$ cat src/rtl/core/dbf_pkg.sv
package dbf_pkg;

    localparam int RADIUS      = 3;
    localparam int MAX_WIDTH   = 1024;
    localparam int MAX_HEIGHT  = 1024;
    localparam int EXP_ENTRIES = 256;

    localparam int STORE_ROWS = 2 * RADIUS + 2;
    localparam int WIN        = 2 * RADIUS + 1;
    localparam int TAPS       = WIN * WIN;

    localparam int CW    = $clog2(MAX_WIDTH + 1);
    localparam int RW    = $clog2(MAX_HEIGHT + 1);
    localparam int SW    = $clog2(STORE_ROWS);
    localparam int AW    = $clog2(STORE_ROWS * MAX_WIDTH);
    localparam int TW    = $clog2(WIN);
    localparam int EB    = $clog2(EXP_ENTRIES);
    localparam int D2_W  = $clog2(2 * RADIUS * RADIUS + 1);
    localparam int CNT_W = CW + RW;

    localparam int DW    = 16;
    localparam int QW    = 16;
    localparam int WT_W  = 17;
    localparam int NUM_W = 33 + $clog2(TAPS);
    localparam int DEN_W = 18 + $clog2(TAPS);
    localparam int REM_W = NUM_W + 1;

    localparam int MA_W = 32;
    localparam int MB_W = 24;
    localparam int MP_W = MA_W + MB_W;
    localparam int E_W  = MP_W + 1;
    localparam int E_LIMIT_BIT = 28;

    localparam int CFG_IW = 8;
    localparam int CFG_DW = 24;

    localparam logic [10:0] RST_FRAME_WIDTH   = 11'd640;
    localparam logic [10:0] RST_FRAME_HEIGHT  = 11'd480;
    localparam logic [15:0] RST_SPATIAL_COEFF = 16'd14564;
    localparam logic [23:0] RST_DEPTH_COEFF   = 24'd9321;

    typedef enum logic [CFG_IW-1:0] {
        CFG_FRAME_WIDTH   = 8'd0,
        CFG_FRAME_HEIGHT  = 8'd1,
        CFG_SPATIAL_COEFF = 8'd2,
        CFG_DEPTH_COEFF   = 8'd3
    } t_cfg_reg;

    typedef enum logic [4:0] {
        ST_IDLE,
        ST_WRITE,
        ST_COUNT,
        ST_DECIDE,
        ST_CREAD,
        ST_CDATA,
        ST_TADDR,
        ST_TDATA,
        ST_TSQ,
        ST_TDEP,
        ST_TSPA,
        ST_TLUT,
        ST_TMUL,
        ST_TACC,
        ST_DIV,
        ST_DWAIT,
        ST_FIN
    } t_state;

    typedef logic [WT_W-1:0] t_exp_rom [EXP_ENTRIES];

    // long division by shift and subtract, elaboration time only
    function automatic longint unsigned udiv64(input longint unsigned a,
                                               input longint unsigned b);
        longint unsigned q;
        longint unsigned r;
        q = 0;
        r = 0;
        for (int i = 63; i >= 0; i--) begin
            r = {r[62:0], a[i]};
            if (r >= b) begin
                r    = r - b;
                q[i] = 1'b1;
            end
        end
        return q;
    endfunction

    // 65536 * exp(-16k/EXP_ENTRIES): Taylor series in Q30, then four squarings
    function automatic t_exp_rom build_exp_rom();
        t_exp_rom          rom;
        longint            sum;
        longint unsigned   term;
        longint unsigned   n;
        longint unsigned   s;
        bit                run;
        for (int k = 0; k < EXP_ENTRIES; k++) begin
            sum  = 0;
            term = 64'd1 << 30;
            n    = 0;
            run  = 1'b1;
            for (int j = 0; j < 64; j++) begin
                if (run) begin
                    if (n[0]) sum = sum - longint'(term);
                    else      sum = sum + longint'(term);
                    n    = n + 1;
                    term = udiv64(term * longint'(k), longint'(EXP_ENTRIES) * n);
                    if (term == 0) run = 1'b0;
                end
            end
            s = (sum > 0) ? longint'(sum) : 64'd0;
            for (int i = 0; i < 4; i++) begin
                s = (s * s + (64'd1 << 29)) >> 30;
            end
            rom[k] = WT_W'((s + (64'd1 << 13)) >> 14);
        end
        return rom;
    endfunction

    localparam t_exp_rom EXP_ROM = build_exp_rom();

    function automatic logic [AW-1:0] store_addr(input logic [SW-1:0] slot,
                                                 input logic [CW-1:0] col);
        return AW'(slot) * AW'(MAX_WIDTH) + AW'(col);
    endfunction

endpackage

$ cat src/rtl/core/dbf_mul.sv
module dbf_mul
    import dbf_pkg::*;
(
    input  logic            i_clk,
    input  logic [MA_W-1:0] i_a,
    input  logic [MB_W-1:0] i_b,
    output logic [MP_W-1:0] o_p
);

    logic [MP_W-1:0] r_p;

    always_ff @(posedge i_clk) begin
        r_p <= MP_W'(i_a) * MP_W'(i_b);
    end

    assign o_p = r_p;

endmodule

$ cat config.mk
export PLATFORM = sky130hd
export DESIGN_NAME = dbf_mul
export DESIGN_NICKNAME = d
export VERILOG_FILES = /design/src/rtl/core/dbf_pkg.sv /design/src/rtl/core/dbf_mul.sv
export SDC_FILE = /design/constraint.sdc
export NUM_CORES = 2
export LEC_CHECK = 0
export ABC_CLOCK_PERIOD_IN_PS = 10040
export BUFFER_PORTS_ARGS = -buffer_cell sky130_fd_sc_hd__buf_2
export CAP_MARGIN = 25
export CORE_ASPECT_RATIO = 1.1
export CORE_MARGIN = 3
export CORE_UTILIZATION = 60
export CTS_CLUSTER_DIAMETER = 100
export DETAILED_ROUTE_END_ITERATION = 10
export PLACE_DENSITY_LB_ADDON = 0.12
export REMOVE_ABC_BUFFERS = 1
export SKIP_LAST_GASP = 1
export SYNTH_ARGS = -nofsm -noshare
export SYNTH_HDL_FRONTEND = slang
export SYNTH_SLANG_ARGS = --single-unit
$ cat constraint.sdc
create_clock -name i_clk -period 10.04 [get_ports i_clk]
set_input_delay 1.506 -clock i_clk [delete_from_list [all_inputs] [get_ports i_clk]]
set_output_delay 1.506 -clock i_clk [all_outputs]
set_load 0.01 [all_outputs]
==> results.txt <==
Min-Delay Path Class -> in2reg
worst-path fanout max -> 32
grt ovf -> 0
post-route setup TNS -> 0 ps
Setup crit end kind -> register
initial antenna violation count -> 0
hold path depth -> 2
drt pass-1 iters -> 5
DR vias/cell -> 5.61
Root Buffer -> clkbuf_16
Final Max Tran Viols -> 0
# rows -> 79
fmax -> 121 MHz
hold_buf cts -> 0
most common cell after layout, fill and taps aside -> inv_1
Post-synth top flop -> dfxtp_1
#FFs+latches synth -> 56
Mapped Area -> 26200 µm²
fin worst setup slack -> 1800 ps
synthesized instance count -> 2935
fraction of the cycle the final worst path needs -> 0.821
CTS tree -> built
Final ANT Viol Nets -> 0
CP arrival -> 8430 ps
Ys Warns -> 0
status -> finished clean
number of antenna repair diodes -> 0
PostCTS Resize Cnt -> 0
largest net degree at the start of global routing -> 33
initial core utilization -> 0.614
gr usage total -> 0.314
clock sinks -> 56
PortBufs -> 112
ratio of cells with drive above 1 in the final layout -> 0.0486
I/O Pins -> 113
Core Area -> 42700 µm²
Post-CTS Setup Bufs -> 0
clk slew on worst S/H paths -> 80 ps
crit path time final -> 8240 ps
Vias -> 19500
Fin. Hold Viols -> 0
Area growth, synth to finish -> 3.10%
Post-synth ARST share -> 0
H-tree levels -> 2
Tightest Pin Transition -> 799 ps
DR iter-0 viols -> 1001
Final #Nets -> 3796
vias in the first global route -> 21900
Hold Path End -> o_p[0]
first-pass GRT wire length -> 113 mm
min-delay src -> i_b[0]
Routed WL per cell -> 20.0 µm
most frequent cells in the layout -> 727 x inv_1, 658 x fa_1, 424 x nand2_1
Max Root-Sink Buffers -> 2
GPL Wtd Cong -> 0.908
synth unique cells -> 66
Mean Syn Cell Area -> 8.93 µm²
Detailed Route WL -> 69.4 mm
Die H -> 225 µm
Max Cap Viol -> 0
max_slew headroom -> 0.468
max reg flops -> 56
drc violations -> 0
Post-synth EDFFs -> 0
register area share after synthesis -> 0.0428
Startpoint Class -> primary input
die width -> 205 µm
crit path kind -> in2reg
Critical Path RT -> 10230 ps
Final setup viols -> 0
pre-CTS WS -> 1560 ps
Die Area -> 46200 µm²
DP Wirelength -> 55.1 mm
RSZ-0062 raised after global routing -> no
CTS buffer count -> 5
## cells by family after synthesis
logic type	synth area share
AND/OR/NAND/NOR	0.175
buffers and inverters	0.127
adder cells (fa/ha/maj)	0.590
AO/OA/AOI/OAI	0.0501
flip-flops	0.0428
XOR/XNOR	0.0157
## cells in the mapped netlist (4+ instances only)
| library cell | instances | share of area |
|---|---|---|
| a21o_1 | 19 | 0.0054 |
| nand2_1 | 424 | 0.061 |
| xnor2_1 | 31 | 0.010 |
| a21oi_1 | 61 | 0.012 |
| and2_1 | 392 | 0.094 |
| nor2_1 | 32 | 0.0046 |
| inv_1 | 727 | 0.10 |
| dfxtp_1 | 56 | 0.043 |
| xor2_1 | 16 | 0.0053 |
| o211ai_1 | 8 | 0.0023 |
| o21ai_0 | 29 | 0.0055 |
| o31ai_1 | 5 | 0.0014 |
| fa_1 | 658 | 0.50 |
| and3_1 | 10 | 0.0024 |
| ha_1 | 182 | 0.087 |
| a31oi_1 | 5 | 0.0012 |
| a21boi_0 | 4 | 0.0011 |
| nand4_1 | 12 | 0.0029 |
| nand3_1 | 20 | 0.0038 |
| nor3_1 | 4 | 0.00076 |
| o21a_1 | 6 | 0.0017 |
| a211oi_1 | 10 | 0.0029 |
| clkbuf_1 | 147 | 0.021 |
| buf_2 | 6 | 0.0011 |
| o21bai_1 | 12 | 0.0034 |
| a311oi_1 | 4 | 0.0013 |
## per-layer routing
metal / GRT usage / up-vias / share of wire
met3: 0.0247 / 227 / 0.045
met1: 0.362 / 10100 / 0.35
met4: 0.156 / 0 / 0.062
met5: 0 / - / 0
met2: 0.584 / 683 / 0.54
li1: - / 8397 / -
## metrics by stage
stage / hold slack (ps) / std cells / util / area [µm²]
after floorplan: 1630 / 2779 / - / 25600
after global placement: 1900 / 3459 / 0.629 / 26900
after detailed placement: 1900 / 3459 / 0.629 / 26900
after CTS: 1830 / 3466 / 0.633 / 27000
after global routing: 1840 / 3466 / 0.633 / 27000
final: 1820 / 3466 / 0.633 / 27000
## layout make-up
type / instances / area, µm²
inverters: 727 / 2730
well taps: 567 / 709
fillers: 3751 / 15700
multi-input cells: 1996 / 21800
clock inverters: 2 / 16.3
clock buffers: 5 / 125
repair buffers: 113 / 568
flip-flops and latches: 56 / 1120
## worst max-delay path, stage by stage
cell and delay [ps]:
buf_2 590, nand2_1 180, fa_1 560, inv_1 50, fa_1 490, inv_1 60, fa_1 490, fa_1 510
inv_1 60, fa_1 490, fa_1 540, inv_1 60, fa_1 470, inv_1 50, ha_1 360, a211oi_1 350
o211ai_1 160, a21oi_1 270, o211ai_1 150, and3_1 220, a211oi_2 410, o21ai_0 200, xor2_1 180
## worst max path at each step
| stage | start | to | slack, ps | cells past startpoint |
|---|---|---|---|---|
| 3_5_place_dp | i_b[3] | o_p[46] | 1560 | 23 |
| 6_report | i_b[3] | o_p[46] | 1800 | 23 |
| 3_3_place_gp | i_b[3] | o_p[46] | 1590 | 23 |
| 4_1_cts | i_b[3] | o_p[46] | 1850 | 23 |
| 2_1_floorplan | i_b[0] | o_p[52] | 2840 | 21 |
| 5_1_grt | i_b[3] | o_p[46] | 1540 | 23 |
Power is left out: the tool's default activity adds up to more than one toggle a clock period on the data nets, which glitch-free logic cannot reach.
