<file path="src/rtl/core/dbf_pkg.sv">
package dbf_pkg;

    localparam int RADIUS      = 3;
    localparam int MAX_WIDTH   = 1024;
    localparam int MAX_HEIGHT  = 1024;
    localparam int EXP_ENTRIES = 256;

    localparam int STORE_ROWS = 2 * RADIUS + 2;
    localparam int WIN        = 2 * RADIUS + 1;
    localparam int TAPS       = WIN * WIN;

    localparam int CW    = $clog2(MAX_WIDTH + 1);
    localparam int RW    = $clog2(MAX_HEIGHT + 1);
    localparam int SW    = $clog2(STORE_ROWS);
    localparam int AW    = $clog2(STORE_ROWS * MAX_WIDTH);
    localparam int TW    = $clog2(WIN);
    localparam int EB    = $clog2(EXP_ENTRIES);
    localparam int D2_W  = $clog2(2 * RADIUS * RADIUS + 1);
    localparam int CNT_W = CW + RW;

    localparam int DW    = 16;
    localparam int QW    = 16;
    localparam int WT_W  = 17;
    localparam int NUM_W = 33 + $clog2(TAPS);
    localparam int DEN_W = 18 + $clog2(TAPS);
    localparam int REM_W = NUM_W + 1;

    localparam int MA_W = 32;
    localparam int MB_W = 24;
    localparam int MP_W = MA_W + MB_W;
    localparam int E_W  = MP_W + 1;
    localparam int E_LIMIT_BIT = 28;

    localparam int CFG_IW = 8;
    localparam int CFG_DW = 24;

    localparam logic [10:0] RST_FRAME_WIDTH   = 11'd640;
    localparam logic [10:0] RST_FRAME_HEIGHT  = 11'd480;
    localparam logic [15:0] RST_SPATIAL_COEFF = 16'd14564;
    localparam logic [23:0] RST_DEPTH_COEFF   = 24'd9321;

    typedef enum logic [CFG_IW-1:0] {
        CFG_FRAME_WIDTH   = 8'd0,
        CFG_FRAME_HEIGHT  = 8'd1,
        CFG_SPATIAL_COEFF = 8'd2,
        CFG_DEPTH_COEFF   = 8'd3
    } t_cfg_reg;

    typedef enum logic [4:0] {
        ST_IDLE,
        ST_WRITE,
        ST_COUNT,
        ST_DECIDE,
        ST_CREAD,
        ST_CDATA,
        ST_TADDR,
        ST_TDATA,
        ST_TSQ,
        ST_TDEP,
        ST_TSPA,
        ST_TLUT,
        ST_TMUL,
        ST_TACC,
        ST_DIV,
        ST_DWAIT,
        ST_FIN
    } t_state;

    typedef logic [WT_W-1:0] t_exp_rom [EXP_ENTRIES];

    // long division by shift and subtract, elaboration time only
    function automatic longint unsigned udiv64(input longint unsigned a,
                                               input longint unsigned b);
        longint unsigned q;
        longint unsigned r;
        q = 0;
        r = 0;
        for (int i = 63; i >= 0; i--) begin
            r = {r[62:0], a[i]};
            if (r >= b) begin
                r    = r - b;
                q[i] = 1'b1;
            end
        end
        return q;
    endfunction

    // 65536 * exp(-16k/EXP_ENTRIES): Taylor series in Q30, then four squarings
    function automatic t_exp_rom build_exp_rom();
        t_exp_rom          rom;
        longint            sum;
        longint unsigned   term;
        longint unsigned   n;
        longint unsigned   s;
        bit                run;
        for (int k = 0; k < EXP_ENTRIES; k++) begin
            sum  = 0;
            term = 64'd1 << 30;
            n    = 0;
            run  = 1'b1;
            for (int j = 0; j < 64; j++) begin
                if (run) begin
                    if (n[0]) sum = sum - longint'(term);
                    else      sum = sum + longint'(term);
                    n    = n + 1;
                    term = udiv64(term * longint'(k), longint'(EXP_ENTRIES) * n);
                    if (term == 0) run = 1'b0;
                end
            end
            s = (sum > 0) ? longint'(sum) : 64'd0;
            for (int i = 0; i < 4; i++) begin
                s = (s * s + (64'd1 << 29)) >> 30;
            end
            rom[k] = WT_W'((s + (64'd1 << 13)) >> 14);
        end
        return rom;
    endfunction

    localparam t_exp_rom EXP_ROM = build_exp_rom();

    function automatic logic [AW-1:0] store_addr(input logic [SW-1:0] slot,
                                                 input logic [CW-1:0] col);
        return AW'(slot) * AW'(MAX_WIDTH) + AW'(col);
    endfunction

endpackage

</file>
<file path="src/rtl/core/dbf_div.sv">
module dbf_div
    import dbf_pkg::*;
(
    input  logic             i_clk,
    input  logic             i_rst_n,
    input  logic             i_start,
    input  logic [NUM_W-1:0] i_num,
    input  logic [DEN_W-1:0] i_den,
    output logic             o_busy,
    output logic [QW-1:0]    o_quot
);

    localparam int CNT_B = $clog2(QW + 1);

    logic [REM_W-1:0] r_rem;
    logic [REM_W-1:0] r_dvs;
    logic [QW-1:0]    r_q;
    logic [CNT_B-1:0] r_cnt;
    logic             w_ge;

    assign w_ge = (r_rem >= r_dvs);

    // restoring division, one quotient bit a cycle, rounded by adding den/2 first
    always_ff @(posedge i_clk) begin
        if (!i_rst_n) begin
            r_cnt <= '0;
        end else if (i_start) begin
            r_cnt <= CNT_B'(QW);
        end else if (r_cnt != '0) begin
            r_cnt <= r_cnt - CNT_B'(1);
        end
    end

    always_ff @(posedge i_clk) begin
        if (i_start) begin
            r_rem <= REM_W'(i_num) + REM_W'(i_den >> 1);
            r_dvs <= REM_W'(i_den) << (QW - 1);
            r_q   <= '0;
        end else if (r_cnt != '0) begin
            if (w_ge) begin
                r_rem <= r_rem - r_dvs;
            end
            r_dvs <= r_dvs >> 1;
            r_q   <= {r_q[QW-2:0], w_ge};
        end
    end

    assign o_busy = (r_cnt != '0);
    assign o_quot = r_q;

endmodule

</file>
<file path="config.mk">
export PLATFORM = sky130hd
export DESIGN_NAME = dbf_div
export DESIGN_NICKNAME = d
export VERILOG_FILES = /design/src/rtl/core/dbf_pkg.sv /design/src/rtl/core/dbf_div.sv
export SDC_FILE = /design/constraint.sdc
export NUM_CORES = 1
export LEC_CHECK = 0
export ABC_AREA = 1
export BUFFER_PORTS_ARGS = -buffer_cell sky130_fd_sc_hd__clkbuf_2
export CAP_MARGIN = 5
export CORE_MARGIN = 2
export CORE_UTILIZATION = 29
export DETAILED_ROUTE_END_ITERATION = 6
export RECOVER_POWER = 100
export SLEW_MARGIN = 10
export SYNTH_ARGS = -nofsm -noshare
export SYNTH_HDL_FRONTEND = slang
export SYNTH_SLANG_ARGS = --single-unit
export TNS_END_PERCENT = 100
</file>
<file path="constraint.sdc">
create_clock -name i_clk -period 3.6 [get_ports i_clk]
set_input_delay 0.72 -clock i_clk [delete_from_list [all_inputs] [get_ports i_clk]]
set_output_delay 0.72 -clock i_clk [all_outputs]
set_load 0.02 [all_outputs]
</file>
==> impl_metrics.ini <==
[critical_path]
cp-start-kind = input port
reg2regPathDepth = 6
slowest_delay_ns = 0.86
crit_chain = clkbuf_1 > clkinvlp_2 > clkbuf_1 > nor2_1 > a211oi_1
crit_cells = 5
cp_num_buf_inv = 3
worst_setup_path_end_kind = flop
cp_common_cell = clkbuf_1
path_max_fanout = 25
crit_type = in -> reg
r2r_slack_ns = 0.66
timing.rr.end = r_dvs[27]
arrival_ns = 3.05
cpMaxStageDelayCell = clkinvlp_2
crit_family = buffers and inverters
regToRegStartpoint = r_cnt[0]
cp.required_ns = 3.68

[grt]
grt_first_pass_wirelength_mm = 47.4
grt_max_degree = 47
gr-usage-met1_pct = 23.7
gr-usage-met3_pct = 2.57
grt-busiest-layer = met2
grt_pass1_vias = 9117
track_usage_pct = 18.0
grt_util_met2_pct = 30.7
antenna_found_initial = 0
grt_overflow_total = 0

[yosys]
synth_seq_cells = 100
syn-num-nets = 1658
async_flop_share_pct = 0
syn_inst = 1526
synth_warnings = 0
yosysMostFrequentCell = nand2_1
synth_flop_cell = edfxtp_1
synth_edf_count = 64
syn_area_mm2 = 0.00943
synth.area.top_cells = edfxtp_1 (20%), nand2_1 (19%), inv_1 (11%), ha_1 (8.5%), dfxtp_1 (7.6%)
ys_types = 40
yosys.area.top_type = edfxtp_1
synth_common_cells = nand2_1 (486), inv_1 (285), nor2_1 (161)
ys_seq_area_share_pct = 28.0
synth_top_area_share_pct = 20.4
avgSynthCellArea_um2 = 6.18

[clock_tree]
cts_sinks = 100
postCtsHoldBufs = 0
postCtsSetupBuffers = 0
cts.repair.resized = 0
root_buffer = clkbuf_16
htree_levels = 3
numCtsBuffers = 9
path_clk_slew_ns = 0.07
cts_buffer_depth = 2
clock_latency_ns = 0.36
tritoncts = built

[cells_and_area]
stdcell_area_mm2 = 0.0106
area_growth_pct = 11.9
drive_gt1_share_pct = 8.15
antenna_cells = 0
final_cells = 2050
nNetsFinal = 1735

[power_and_ir_drop]
p_leak_nw = 5.51
power_density_mw_per_mm2 = 757
peakVddDrop_mv = 0.372

[placement]
gp_congestion = 0.928
port_buffers = 82
postPlaceCellArea_mm2 = 0.0104
placedCellCount = 2034
dp_hpwl_mm = 25.0

[sta]
final_max_slew_viol_count = 0
finalHoldViolCount = 0
setup_viol = 0
holdWs_ns = 0.483
tightest_slew_ns = 1.04
rsz0062_at_grt = false
min_period_ns = 2.97
clock_skew_ns = 0.0113
slew_headroom_pct = 30.5
fmaxAchievable_ghz = 0.336
setup_tns_ns = 0
fin_crit_sh_pct = 82.6

[floorplan]
fp-row-count = 66
dieWidth_um = 184
ios = 83
die_y_um = 184
die_area_mm2 = 0.0340
initial_core_util_pct = 29.2
coreArea_mm2 = 0.0323

[routing]
ant_nets = 0
drc_errors = 0
wire_per_inst_um = 14.6
dr.pass1.iters = 5
via_per_inst = 4.71
vias = 9663
dr.first_iter.drc_count = 549
totalWireLength_mm = 29.9

[min_path]
whs_path_depth = 2
whs_endpoint = r_dvs[12]
hold_class = reg -> reg
min_from = r_dvs[13]

[run]
maxCapViolCount = 0

[outcome]
status = completed
==> worst register-to-register path, cell delays in order, from the launching register on <==
cell and delay, ns:
dfxtp_1 0.35, inv_1 0.08, ha_1 0.21, nand3_1 0.63
nor2_1 0.13, inv_1 0.44, clkbuf_1 0.72
==> how the worst max path moves through the flow <==
stage / start / end
global placement: i_den[1] / r_rem[36]
global route: r_cnt[0] / r_dvs[25]
finish: i_start / r_dvs[31]
floorplan: r_rem[0] / r_rem[0]
detailed placement: i_den[1] / r_rem[36]
CTS: r_rem[0] / r_rem[12]
==> stage by stage <==
step                worst slack [ns]  util, %  power (mW)
floorplan                      0.698        -        5.64
CTS                            0.952     33.0        8.05
global route                   0.364     32.7        8.81
detailed placement             0.802     32.1        7.06
finish                         0.627     32.7        7.99
global placement               0.850     32.1        7.01
==> routing by layer <==
layer | share of wire (%) | vias up
met3 | 6.3 | 37
met1 | 45 | 4362
met2 | 47 | 289
li1 | - | 4975
met5 | 0 | -
met4 | 2.2 | 0
==> area by class of cell <==
class | count | area, um2
Clock buffer | 9 | 225
Clock inverter | 7 | 60.1
Fill cell | 3643 | 21700
Inverter | 295 | 1110
Multi-Input combinational cell | 1105 | 5530
Sequential cell | 100 | 2640
Tap cell | 442 | 553
Timing Repair Buffer | 92 | 438
==> power breakdown <==
group | switching [mW] | internal [mW] | leakage, nW
logic | 3.48 | 1.60 | 4.41
registers | 0.188 | 1.77 | 0.958
clock network | 0.468 | 0.481 | 0.136
==> logic make-up (layout without fill, tap and decap cells) <==
kind of cell,after synthesis,in the layout,synth area share (%)
compound gates,207,207,12.1
buf+inv,321,403,13.0
simple gates,816,816,36.5
xor+xnor,16,16,1.49
flops,100,100,28.0
fa+ha+maj,66,66,8.91
==> sequential cells by signal, indices dropped and copies added (netlist names) <==
name    count
o_quot     16
r_cnt       5
r_dvs      39
r_rem      40
==> layout by cell type, fill, tap and decap left out, types with 7 or more instances in the layout <==
cell       netlist  final
clkbuf_1        10     24
nor3_1          14     14
nand3_2         12      8
o21ai_0         80     82
nand4_1         11     11
inv_2            9      9
inv_1          285    284
a211oi_1        23     23
xor2_1          12     12
nor2_2           7      7
nand3_1         88     92
ha_1            64     64
dfxtp_1         36     36
nor2_1         161    161
clkbuf_2         0     65
nand2_2         18     13
edfxtp_1        64     64
clkbuf_16        0      9
nand2_1        486    491
a21oi_1         81     81
(Power assumes the default switching activity.)
